[src/design/gtpc_pkg.sv]
package gtpc_pkg;

  // Default width of a gray sample and of the window registers (signed Q16.8).
  localparam int unsigned SAMPLE_BITS_DEF = 24;

  // Ramp geometry: position runs over 0..RAMP_SPAN, the halves meet at RAMP_HALF.
  localparam int unsigned RAMP_SPAN = 510;
  localparam int unsigned RAMP_HALF = 255;
  localparam int unsigned Q_BITS    = 9;
  localparam int unsigned COLOR_BITS = 8;

  // Reset value of the upper window bound (255.0 in Q16.8).
  localparam logic [63:0] MAX_GRAY_RESET = 64'd65280;

  // Configuration register indexes.
  localparam int unsigned CFG_IDX_BITS = 2;
  localparam logic [CFG_IDX_BITS-1:0] REG_MIN_GRAY = 2'd0;
  localparam logic [CFG_IDX_BITS-1:0] REG_MAX_GRAY = 2'd1;

  // Depth of the queue between classification and division.
  localparam int unsigned QUEUE_DEPTH = 2;

  // Window class of one word, decided before the division.
  typedef enum logic [1:0] {
    CLS_NORMAL = 2'd0,
    CLS_EMPTY  = 2'd1,
    CLS_INVERT = 2'd2
  } cls_e;

endpackage

[src/design/gtpc_in_if.sv]
interface gtpc_in_if import gtpc_pkg::*; #(
  parameter int unsigned SAMPLE_BITS = SAMPLE_BITS_DEF
) ();
  logic                          valid;
  logic                          ready;
  logic signed [SAMPLE_BITS-1:0] gray_sample;

  modport source (output valid, output gray_sample, input ready);
  modport sink   (input valid, input gray_sample, output ready);
endinterface

[src/design/gtpc_out_if.sv]
interface gtpc_out_if import gtpc_pkg::*; ();
  logic                  valid;
  logic                  ready;
  logic [COLOR_BITS-1:0] red_out;
  logic [COLOR_BITS-1:0] green_out;
  logic [COLOR_BITS-1:0] blue_out;

  modport source (output valid, output red_out, output green_out, output blue_out,
                  input ready);
  modport sink   (input valid, input red_out, input green_out, input blue_out,
                  output ready);
endinterface

[src/design/gtpc_front.sv]
module gtpc_front import gtpc_pkg::*; #(
  parameter int unsigned SAMPLE_BITS = SAMPLE_BITS_DEF
) (
  input  logic                    clk_i,
  input  logic                    rst_ni,
  input  logic                    cfg_we_i,
  input  logic [CFG_IDX_BITS-1:0] cfg_idx_i,
  input  logic [SAMPLE_BITS-1:0]  cfg_wdata_i,
  gtpc_in_if.sink                 pix_i,
  input  logic                    q_full_i,
  output logic                    push_o,
  output logic [SAMPLE_BITS-1:0]  num_o,
  output logic [SAMPLE_BITS-1:0]  den_o,
  output cls_e                    cls_o
);

  localparam logic [SAMPLE_BITS-1:0] MAX_RST = SAMPLE_BITS'(MAX_GRAY_RESET);

  logic signed [SAMPLE_BITS-1:0] min_q, min_d, max_q, max_d;
  logic signed [SAMPLE_BITS-1:0] s_clamp;
  logic signed [SAMPLE_BITS:0]   num_wide, den_wide;

  always_comb begin
    min_d = min_q;
    max_d = max_q;
    if (cfg_we_i) begin
      case (cfg_idx_i)
        REG_MIN_GRAY: min_d = cfg_wdata_i;
        REG_MAX_GRAY: max_d = cfg_wdata_i;
        default: ;
      endcase
    end
  end

  always_ff @(posedge clk_i or negedge rst_ni) begin
    if (!rst_ni) begin
      min_q <= '0;
      max_q <= MAX_RST;
    end else begin
      min_q <= min_d;
      max_q <= max_d;
    end
  end

  // The queue takes a word whenever it has room.
  assign pix_i.ready = !q_full_i;
  assign push_o      = pix_i.valid && !q_full_i;

  always_comb begin
    if (pix_i.gray_sample < min_q) begin
      s_clamp = min_q;
    end else if (pix_i.gray_sample > max_q) begin
      s_clamp = max_q;
    end else begin
      s_clamp = pix_i.gray_sample;
    end
    num_wide = {s_clamp[SAMPLE_BITS-1], s_clamp} - {min_q[SAMPLE_BITS-1], min_q};
    den_wide = {max_q[SAMPLE_BITS-1], max_q} - {min_q[SAMPLE_BITS-1], min_q};

    if (max_q == min_q) begin
      cls_o = CLS_EMPTY;
    end else if (max_q < min_q) begin
      cls_o = CLS_INVERT;
    end else begin
      cls_o = CLS_NORMAL;
    end
  end

  // In a normal window both differences are non-negative and fit unsigned.
  assign num_o = num_wide[SAMPLE_BITS-1:0];
  assign den_o = den_wide[SAMPLE_BITS-1:0];

endmodule

[src/design/gtpc_fifo.sv]
module gtpc_fifo import gtpc_pkg::*; #(
  parameter int unsigned SAMPLE_BITS = SAMPLE_BITS_DEF
) (
  input  logic                   clk_i,
  input  logic                   rst_ni,
  input  logic                   push_i,
  input  logic [SAMPLE_BITS-1:0] num_i,
  input  logic [SAMPLE_BITS-1:0] den_i,
  input  cls_e                   cls_i,
  output logic                   full_o,
  input  logic                   pop_i,
  output logic                   valid_o,
  output logic [SAMPLE_BITS-1:0] num_o,
  output logic [SAMPLE_BITS-1:0] den_o,
  output cls_e                   cls_o
);

  localparam int unsigned PTR_BITS = (QUEUE_DEPTH > 1) ? $clog2(QUEUE_DEPTH) : 1;
  localparam int unsigned CNT_BITS = $clog2(QUEUE_DEPTH + 1);
  localparam logic [PTR_BITS-1:0] LAST = PTR_BITS'(QUEUE_DEPTH - 1);
  localparam logic [CNT_BITS-1:0] FULL = CNT_BITS'(QUEUE_DEPTH);

  logic [SAMPLE_BITS-1:0] num_mem [QUEUE_DEPTH];
  logic [SAMPLE_BITS-1:0] den_mem [QUEUE_DEPTH];
  cls_e                   cls_mem [QUEUE_DEPTH];

  logic [PTR_BITS-1:0] wr_q, wr_d, rd_q, rd_d;
  logic [CNT_BITS-1:0] cnt_q, cnt_d;
  logic                do_pop;

  assign full_o  = (cnt_q == FULL);
  assign valid_o = (cnt_q != '0);
  assign do_pop  = pop_i && valid_o;

  assign num_o = num_mem[rd_q];
  assign den_o = den_mem[rd_q];
  assign cls_o = cls_mem[rd_q];

  always_comb begin
    wr_d  = wr_q;
    rd_d  = rd_q;
    cnt_d = cnt_q;
    if (push_i) begin
      wr_d = (wr_q == LAST) ? '0 : wr_q + 1'b1;
    end
    if (do_pop) begin
      rd_d = (rd_q == LAST) ? '0 : rd_q + 1'b1;
    end
    if (push_i && !do_pop) begin
      cnt_d = cnt_q + 1'b1;
    end else if (!push_i && do_pop) begin
      cnt_d = cnt_q - 1'b1;
    end
  end

  always_ff @(posedge clk_i or negedge rst_ni) begin
    if (!rst_ni) begin
      wr_q  <= '0;
      rd_q  <= '0;
      cnt_q <= '0;
    end else begin
      wr_q  <= wr_d;
      rd_q  <= rd_d;
      cnt_q <= cnt_d;
    end
  end

  always_ff @(posedge clk_i) begin
    if (push_i) begin
      num_mem[wr_q] <= num_i;
      den_mem[wr_q] <= den_i;
      cls_mem[wr_q] <= cls_i;
    end
  end

  a_no_overflow: assert property (@(posedge clk_i) disable iff (!rst_ni)
    !(push_i && full_o))
    else $error("queue written while full");

  a_cnt_bound: assert property (@(posedge clk_i) disable iff (!rst_ni)
    cnt_q <= FULL)
    else $error("queue fill count out of range");

endmodule

[src/design/gtpc_back.sv]
module gtpc_back import gtpc_pkg::*; #(
  parameter int unsigned SAMPLE_BITS = SAMPLE_BITS_DEF
) (
  input  logic                   clk_i,
  input  logic                   rst_ni,
  input  logic                   q_valid_i,
  input  logic [SAMPLE_BITS-1:0] num_i,
  input  logic [SAMPLE_BITS-1:0] den_i,
  input  cls_e                   cls_i,
  output logic                   pop_o,
  gtpc_out_if.source             rgb_o
);

  localparam int unsigned RW     = SAMPLE_BITS + Q_BITS;
  localparam int unsigned NSTAGE = Q_BITS;

  // Stage 0 holds the scaled numerator; stage k has resolved quotient bit Q_BITS-k.
  logic [RW-1:0]          rem_q [NSTAGE+1];
  logic [SAMPLE_BITS-1:0] den_q [NSTAGE+1];
  logic [Q_BITS-1:0]      quo_q [NSTAGE+1];
  cls_e                   cls_q [NSTAGE+1];
  logic [NSTAGE:0]        vld_q;

  logic [RW-1:0]          rem_d [NSTAGE+1];
  logic [Q_BITS-1:0]      quo_d [NSTAGE+1];

  logic                  out_vld_q;
  logic [COLOR_BITS-1:0] red_q, green_q, blue_q;
  logic [COLOR_BITS-1:0] red_d, green_d, blue_d;
  logic [Q_BITS-1:0]     pos;
  logic                  adv;

  // The whole pipe moves when the output register is free or being emptied.
  assign adv   = !out_vld_q || rgb_o.ready;
  assign pop_o = adv;

  assign rem_d[0] = RW'(num_i) * RW'(RAMP_SPAN);
  assign quo_d[0] = '0;

  for (genvar k = 1; k <= NSTAGE; k++) begin : g_div
    localparam int unsigned SH = NSTAGE - k;
    logic [RW:0] trial;
    assign trial = {1'b0, rem_q[k-1]} - ({1'b0, RW'(den_q[k-1])} << SH);
    always_comb begin
      rem_d[k] = rem_q[k-1];
      quo_d[k] = quo_q[k-1];
      if (!trial[RW]) begin
        rem_d[k]     = trial[RW-1:0];
        quo_d[k][SH] = 1'b1;
      end
    end
  end

  always_ff @(posedge clk_i or negedge rst_ni) begin
    if (!rst_ni) begin
      vld_q     <= '0;
      out_vld_q <= 1'b0;
    end else if (adv) begin
      vld_q     <= {vld_q[NSTAGE-1:0], q_valid_i};
      out_vld_q <= vld_q[NSTAGE];
    end
  end

  always_ff @(posedge clk_i) begin
    if (adv) begin
      rem_q[0] <= rem_d[0];
      den_q[0] <= den_i;
      quo_q[0] <= quo_d[0];
      cls_q[0] <= cls_i;
      for (int k = 1; k <= NSTAGE; k++) begin
        rem_q[k] <= rem_d[k];
        den_q[k] <= den_q[k-1];
        quo_q[k] <= quo_d[k];
        cls_q[k] <= cls_q[k-1];
      end
      red_q   <= red_d;
      green_q <= green_d;
      blue_q  <= blue_d;
    end
  end

  always_comb begin
    case (cls_q[NSTAGE])
      CLS_NORMAL: pos = quo_q[NSTAGE];
      CLS_EMPTY:  pos = '0;
      CLS_INVERT: pos = Q_BITS'(RAMP_SPAN);
      default:    pos = '0;
    endcase
    if (pos < Q_BITS'(RAMP_HALF)) begin
      red_d   = '0;
      green_d = pos[COLOR_BITS-1:0];
      blue_d  = COLOR_BITS'(Q_BITS'(RAMP_HALF) - pos);
    end else begin
      red_d   = COLOR_BITS'(pos - Q_BITS'(RAMP_HALF));
      green_d = COLOR_BITS'(Q_BITS'(RAMP_SPAN) - pos);
      blue_d  = '0;
    end
  end

  assign rgb_o.valid     = out_vld_q;
  assign rgb_o.red_out   = red_q;
  assign rgb_o.green_out = green_q;
  assign rgb_o.blue_out  = blue_q;

  a_pos_range: assert property (@(posedge clk_i) disable iff (!rst_ni)
    (vld_q[NSTAGE] && cls_q[NSTAGE] == CLS_NORMAL) |-> quo_q[NSTAGE] <= Q_BITS'(RAMP_SPAN))
    else $error("ramp position beyond span");

  a_ramp_sum: assert property (@(posedge clk_i) disable iff (!rst_ni)
    out_vld_q |-> (({1'b0, red_q} + {1'b0, green_q} + {1'b0, blue_q}) ==
                   (COLOR_BITS + 1)'(RAMP_HALF)) && (red_q == '0 || blue_q == '0))
    else $error("color word off the ramp");

endmodule

[src/design/gray_to_pseudocolor_ramp.sv]
// Gray to pseudocolor ramp: maps a signed Q16.8 gray sample onto a
// blue -> green -> red color ramp over a programmable window.
// Input channel pix_i carries one gray_sample per word; output channel rgb_o
// carries red_out, green_out and blue_out per word, one output word for each
// input word, in order. Both use valid/ready; a word moves when both are high.
// The window registers (index 0 min_gray, index 1 max_gray) are written via
// cfg_we_i/cfg_idx_i/cfg_wdata_i and must only change while the block is idle.
// From input acceptance to output valid, a word passes the input queue, the
// register that captures the scaled numerator, the pipelined divider that
// resolves one quotient bit per stage, and the color output register.
// Throughput is one word per cycle while rgb_o does not stall; the divider
// is fully pipelined.
// When rgb_o stalls, the whole back pipeline holds, and the two-entry queue
// keeps accepting input until it fills, after which pix_i.ready drops.
// Reset clears the queue and pipeline valid bits and loads min_gray = 0 and
// max_gray = 255.0.
module gray_to_pseudocolor_ramp import gtpc_pkg::*; #(
  parameter int unsigned SAMPLE_BITS = SAMPLE_BITS_DEF
) (
  input  logic                    clk_i,
  input  logic                    rst_ni,
  input  logic                    cfg_we_i,
  input  logic [CFG_IDX_BITS-1:0] cfg_idx_i,
  input  logic [SAMPLE_BITS-1:0]  cfg_wdata_i,
  gtpc_in_if.sink                 pix_i,
  gtpc_out_if.source              rgb_o
);

  logic                   push, q_full, pop, q_valid;
  logic [SAMPLE_BITS-1:0] f_num, f_den, b_num, b_den;
  cls_e                   f_cls, b_cls;

  gtpc_front #(.SAMPLE_BITS(SAMPLE_BITS)) u_front (
    .clk_i       (clk_i),
    .rst_ni      (rst_ni),
    .cfg_we_i    (cfg_we_i),
    .cfg_idx_i   (cfg_idx_i),
    .cfg_wdata_i (cfg_wdata_i),
    .pix_i       (pix_i),
    .q_full_i    (q_full),
    .push_o      (push),
    .num_o       (f_num),
    .den_o       (f_den),
    .cls_o       (f_cls)
  );

  gtpc_fifo #(.SAMPLE_BITS(SAMPLE_BITS)) u_fifo (
    .clk_i   (clk_i),
    .rst_ni  (rst_ni),
    .push_i  (push),
    .num_i   (f_num),
    .den_i   (f_den),
    .cls_i   (f_cls),
    .full_o  (q_full),
    .pop_i   (pop),
    .valid_o (q_valid),
    .num_o   (b_num),
    .den_o   (b_den),
    .cls_o   (b_cls)
  );

  gtpc_back #(.SAMPLE_BITS(SAMPLE_BITS)) u_back (
    .clk_i     (clk_i),
    .rst_ni    (rst_ni),
    .q_valid_i (q_valid),
    .num_i     (b_num),
    .den_i     (b_den),
    .cls_i     (b_cls),
    .pop_o     (pop),
    .rgb_o     (rgb_o)
  );

endmodule

[src/flat_wrapper.sv]
// flat-port wrapper written by rule: the top's interface ports become plain ports
module gray_to_pseudocolor_ramp_flat import gtpc_pkg::*;
#(
  parameter int unsigned SAMPLE_BITS = SAMPLE_BITS_DEF
)
  (clk_i, rst_ni, cfg_we_i, cfg_idx_i, cfg_wdata_i, pix_i_valid, pix_i_gray_sample, pix_i_ready, rgb_o_valid, rgb_o_red_out, rgb_o_green_out, rgb_o_blue_out, rgb_o_ready);
  gtpc_in_if #(.SAMPLE_BITS(SAMPLE_BITS)) pix_i_i ();
  gtpc_out_if rgb_o_i ();
  input  logic clk_i;
  input  logic rst_ni;
  input  logic cfg_we_i;
  input  logic [CFG_IDX_BITS-1:0] cfg_idx_i;
  input  logic [SAMPLE_BITS-1:0] cfg_wdata_i;
  input wire logic [$bits(pix_i_i.valid)-1:0] pix_i_valid;
  input wire logic [$bits(pix_i_i.gray_sample)-1:0] pix_i_gray_sample;
  output wire logic [$bits(pix_i_i.ready)-1:0] pix_i_ready;
  output wire logic [$bits(rgb_o_i.valid)-1:0] rgb_o_valid;
  output wire logic [$bits(rgb_o_i.red_out)-1:0] rgb_o_red_out;
  output wire logic [$bits(rgb_o_i.green_out)-1:0] rgb_o_green_out;
  output wire logic [$bits(rgb_o_i.blue_out)-1:0] rgb_o_blue_out;
  input wire logic [$bits(rgb_o_i.ready)-1:0] rgb_o_ready;
  assign pix_i_i.valid = pix_i_valid;
  assign pix_i_i.gray_sample = pix_i_gray_sample;
  assign pix_i_ready = pix_i_i.ready;
  assign rgb_o_valid = rgb_o_i.valid;
  assign rgb_o_red_out = rgb_o_i.red_out;
  assign rgb_o_green_out = rgb_o_i.green_out;
  assign rgb_o_blue_out = rgb_o_i.blue_out;
  assign rgb_o_i.ready = rgb_o_ready;
  gray_to_pseudocolor_ramp #(.SAMPLE_BITS(SAMPLE_BITS)) u_core (.clk_i(clk_i), .rst_ni(rst_ni), .cfg_we_i(cfg_we_i), .cfg_idx_i(cfg_idx_i), .cfg_wdata_i(cfg_wdata_i), .pix_i(pix_i_i), .rgb_o(rgb_o_i));
endmodule
[config.mk]
export PLATFORM = sky130hd
export DESIGN_NAME = gray_to_pseudocolor_ramp_flat
export DESIGN_NICKNAME = d
export VERILOG_FILES = /design/src/design/gtpc_pkg.sv /design/src/design/gtpc_in_if.sv /design/src/design/gtpc_out_if.sv /design/src/design/gtpc_front.sv /design/src/design/gtpc_fifo.sv /design/src/design/gtpc_back.sv /design/src/design/gray_to_pseudocolor_ramp.sv /design/src/flat_wrapper.sv
export SDC_FILE = /design/constraint.sdc
export NUM_CORES = 2
export LEC_CHECK = 0
export ABC_AREA = 0
export BUFFER_PORTS_ARGS = -buffer_cell sky130_fd_sc_hd__buf_4
export CAP_MARGIN = 5
export CORE_AREA = 2 2 335 404
export DETAILED_ROUTE_END_ITERATION = 12
export DIE_AREA = 0 0 337 406
export GPL_ROUTABILITY_DRIVEN = 0
export PLACE_DENSITY = 0.55
export SETUP_SLACK_MARGIN = 0.05
export SYNTH_ARGS = -nofsm -noshare
export SYNTH_HDL_FRONTEND = slang
export SYNTH_HIERARCHICAL = 1
export SYNTH_SLANG_ARGS = --single-unit
[constraint.sdc]
create_clock -name clk_i -period 28.9 [get_ports clk_i]
set_clock_uncertainty 0.15 [all_clocks]
set_input_delay 4.335 -clock clk_i [delete_from_list [all_inputs] [get_ports clk_i]]
set_output_delay 4.335 -clock clk_i [all_outputs]
set_load 0.02 [all_outputs]
==> results.sh <==
export IMPL_fin_crit_sh_pct=31.9
export IMPL_hold_class="flip-flop to flip-flop"
export IMPL_post_drt_wl_per_cell_microns=14.6
export IMPL_core_sq_mm=0.133
export IMPL_synth_top_cell_area_share_pct=45.0
export IMPL_clock_latency_ps=690
export IMPL_synth_fp_nets=4680
export IMPL_synth_warnings=6
export IMPL_io_buffer_count=80
export IMPL_cts_hold_buf=0
export IMPL_cap_violations=0
export IMPL_diodes=0
export IMPL_dominantRegCellSynth="edfxtp_1"
export IMPL_synth_area_leaders="edfxtp_1 (45%), ha_1 (9.8%), fa_1 (5.2%)"
export IMPL_drc_errors=0
export IMPL_yosysSeqAreaShare_pct=48.4
export IMPL_placedCellCount=5948
export IMPL_die_x_microns=337
export IMPL_tightest_slew_ps=1180
export IMPL_drive_gt1_share_pct=9.70
export IMPL_yosys_register_bits=756
export IMPL_async_flop_share_pct=8.33
export IMPL_layout_commonest_cell="edfxtp_1"
export IMPL_r2r_start="u_core/u_fifo/rd_q"
export IMPL_vias_per_cell=4.86
export IMPL_grt_max_degree=188
export IMPL_fill_cells=12710
export IMPL_hold_path_end="u_core/u_back/cls_q[4][0]"
export IMPL_post_dp_hpwl_microns=67800
export IMPL_drt_wl_total_microns=89400
export IMPL_cts_tree="yes"
export IMPL_final_nets=4786
export IMPL_timing_fmax_mhz=108
export IMPL_yosysUniqueCellTypes=98
export IMPL_start_util_pct=34.8
export IMPL_cts_sinks=756
export IMPL_start_kind="input pin"
export IMPL_rows=147
export IMPL_antenna_found_initial=0
export IMPL_rsz0062_at_grt="no"
export IMPL_required_ps=29150
export IMPL_reg2reg_slack_ps=21570
export IMPL_stdcell_count=6107
export IMPL_slew_viol_final=0
export IMPL_worst_r2r_path_depth=19
export IMPL_synth_area_sq_mm=0.0463
export IMPL_final_cell_mix="edfxtp_1 (693), inv_1 (509), a21oi_1 (403)"
export IMPL_dieArea_sq_mm=0.137
export IMPL_overflow=0
export IMPL_postSynthAreaPerCell_sq_um=11.2
export IMPL_worstSetupPathType="input pin to flip-flop"
export IMPL_postCtsSetupRepairBufs=0
export IMPL_hold_viol_final=0
export IMPL_cts_buffers=86
export IMPL_vias=29671
export IMPL_status="completed"
export IMPL_cts_root_buf="clkbuf_16"
export IMPL_worstPathMaxFanout=46
export IMPL_setup_violations=0
export IMPL_postRouteAntennaNets=0
export IMPL_slew_headroom_pct=19.2
export IMPL_drt_iter0_drc=1089
export IMPL_firstDrtPassIters=5
export IMPL_grtUsageTotal_pct=13.2
export IMPL_setup_tns_final_ps=0
export IMPL_grt_pass1_vias=30578
export IMPL_grt_pass1_wl_microns=147000
export IMPL_clock_path_buffers=3
export IMPL_synth_edff_count=693
export IMPL_endpoint_kind="flip-flop"
export IMPL_path_clk_slew_ps=60
export IMPL_synth_top_area_cell="edfxtp_1"
export IMPL_hold_slack_ps=259
export IMPL_r2r_end="u_core/u_back/rem_q[0][32]"
export IMPL_htreeDepth=3
export IMPL_ios=81
export IMPL_netlist_instances=4142
export IMPL_min_from="u_core/u_back/cls_q[3][0]"
export IMPL_cts_resized=0
export IMPL_hold_path_depth=0
export IMPL_crit_arrival_ps=9480
export IMPL_die_h_microns=406
export IMPL_fin_crit_ps=9230
export IMPL_area_growth_syn_to_layout_pct=11.9
[state kept, by name, summed over array words and instances, names as in the netlist]
| register | flops |
|---|---|
| u_core/u_back/rgb_o.valid | 1 |
| u_core/u_fifo/den_mem | 48 |
| u_core/u_fifo/wr_q | 1 |
| u_core/u_back/quo_q | 45 |
| u_core/u_fifo/num_mem | 48 |
| u_core/u_back/cls_q | 20 |
| u_core/u_back/rgb_o.blue_out | 8 |
| u_core/u_back/den_q | 216 |
| u_core/u_fifo/cnt_q | 2 |
| u_core/u_back/vld_q | 10 |
| u_core/u_back/rgb_o.red_out | 8 |
| u_core/u_back/rgb_o.green_out | 8 |
| u_core/u_front/max_q | 24 |
| u_core/u_fifo/rd_q | 1 |
| u_core/u_fifo/cls_mem | 4 |
| u_core/u_front/min_q | 24 |
| u_core/u_back/rem_q | 288 |
[worst max path at each step]
stage | slack, ps | to | startpoint | cells past startpoint
final | 19670 | u_core/u_fifo/num_mem[0][22] | pix_i_gray_sample[23] | 22
after global routing | 19430 | u_core/u_fifo/num_mem[1][23] | pix_i_gray_sample[23] | 21
after CTS | 19740 | u_core/u_fifo/num_mem[0][22] | pix_i_gray_sample[23] | 22
after detailed placement | 18990 | u_core/u_fifo/num_mem[0][22] | pix_i_gray_sample[23] | 22
after global placement | 19060 | u_core/u_fifo/num_mem[0][22] | pix_i_gray_sample[23] | 22
after floorplan | 5260 | u_core/u_fifo/cnt_q[1] | rgb_o_ready | 6
[cell type report]
cell class / instances / area [sq um] / area share (%)
tap: 1788 / 2240 / 4.32
clock inverter: 60 / 648 / 1.25
inverter: 510 / 1910 / 3.70
multi-input combinational: 2793 / 21600 / 41.7
clock buffer: 99 / 2200 / 4.25
sequential: 756 / 22400 / 43.2
timing repair buffer: 101 / 783 / 1.51
[synth_stat cells, types with 8 or more instances]
master     count
a21oi_1      403
dfstp_2        8
nand2b_1      44
nor3_1        56
o21ai_0      174
a21o_1       134
inv_1        509
edfxtp_1     693
and3_1        32
ha_1         363
mux2_4        49
o21a_1        49
nor2_1       335
or2_2         12
dfrtp_1       55
mux2_2        74
fa_1         120
o31ai_1       18
xor2_1        98
a31oi_1       30
nor4_1        11
o21ai_1        8
o2111ai_1     10
buf_1          9
nor2b_1       49
and2_1        10
o211ai_1      21
nand3_1       59
xnor2_1      163
clkbuf_1      52
nand3b_1       9
a211oi_1      23
buf_2         13
nand2_1      202
or3_1         19
or4_1         10
mux2i_1        8
o31a_1         8
a2111oi_0      9
o21bai_1      25
a21boi_0      10
nand4_1       27
[layer usage]
| layer | vias up | GRT usage [%] | wire [microns] |
|---|---|---|---|
| met5 | - | 0 | 0 |
| met1 | 13966 | 13.8 | 35600 |
| met3 | 226 | 1.90 | 2750 |
| li1 | 15034 | - | - |
| met2 | 445 | 25.5 | 47700 |
| met4 | 0 | 5.98 | 3400 |
[critical path: stages]
cell and delay [ps]:
buf_4 120, ha_1 360, nand4_1 160, or2_1 300
nand3b_4 180, or3_1 470, o211a_2 190, nor2_4 70
buf_4 390, o211ai_1 130, o21ai_1 110, ha_1 180
inv_1 60, fa_1 450, a211oi_1 310, o21ai_0 170
a21oi_1 330, o21ai_0 270, o21a_1 310, a211o_1 280
a21oi_1 170, xnor2_1 100
[cell families (layout without fill, tap and decap cells)]
group / after synthesis / count (layout) / synth area share [%]
AOI/OAI and AO/OA: 1008 / 1008 / 13.7
and+or+nand+nor: 910 / 910 / 9.33
buffers and inverters: 593 / 770 / 5.07
muxes: 131 / 131 / 3.56
adders and majority gates: 483 / 483 / 15.0
DFF: 756 / 756 / 48.4
xor gates and xnor gates: 261 / 261 / 4.94
[through the flow]
stage / util [%] / setup WS (ps) / cell area (sq um)
3_5_place_dp: 36.8 / 18990 / 48900
2_1_floorplan: - / 5260 / 46300
5_1_grt: 39.0 / 19430 / 51800
6_report: 39.0 / 19670 / 51800
4_1_cts: 39.0 / 19740 / 51800
3_3_place_gp: 36.8 / 19060 / 48900
Power is left out: the tool's default activity adds up to more than one toggle a clock period on the data nets, which glitch-free logic cannot reach.
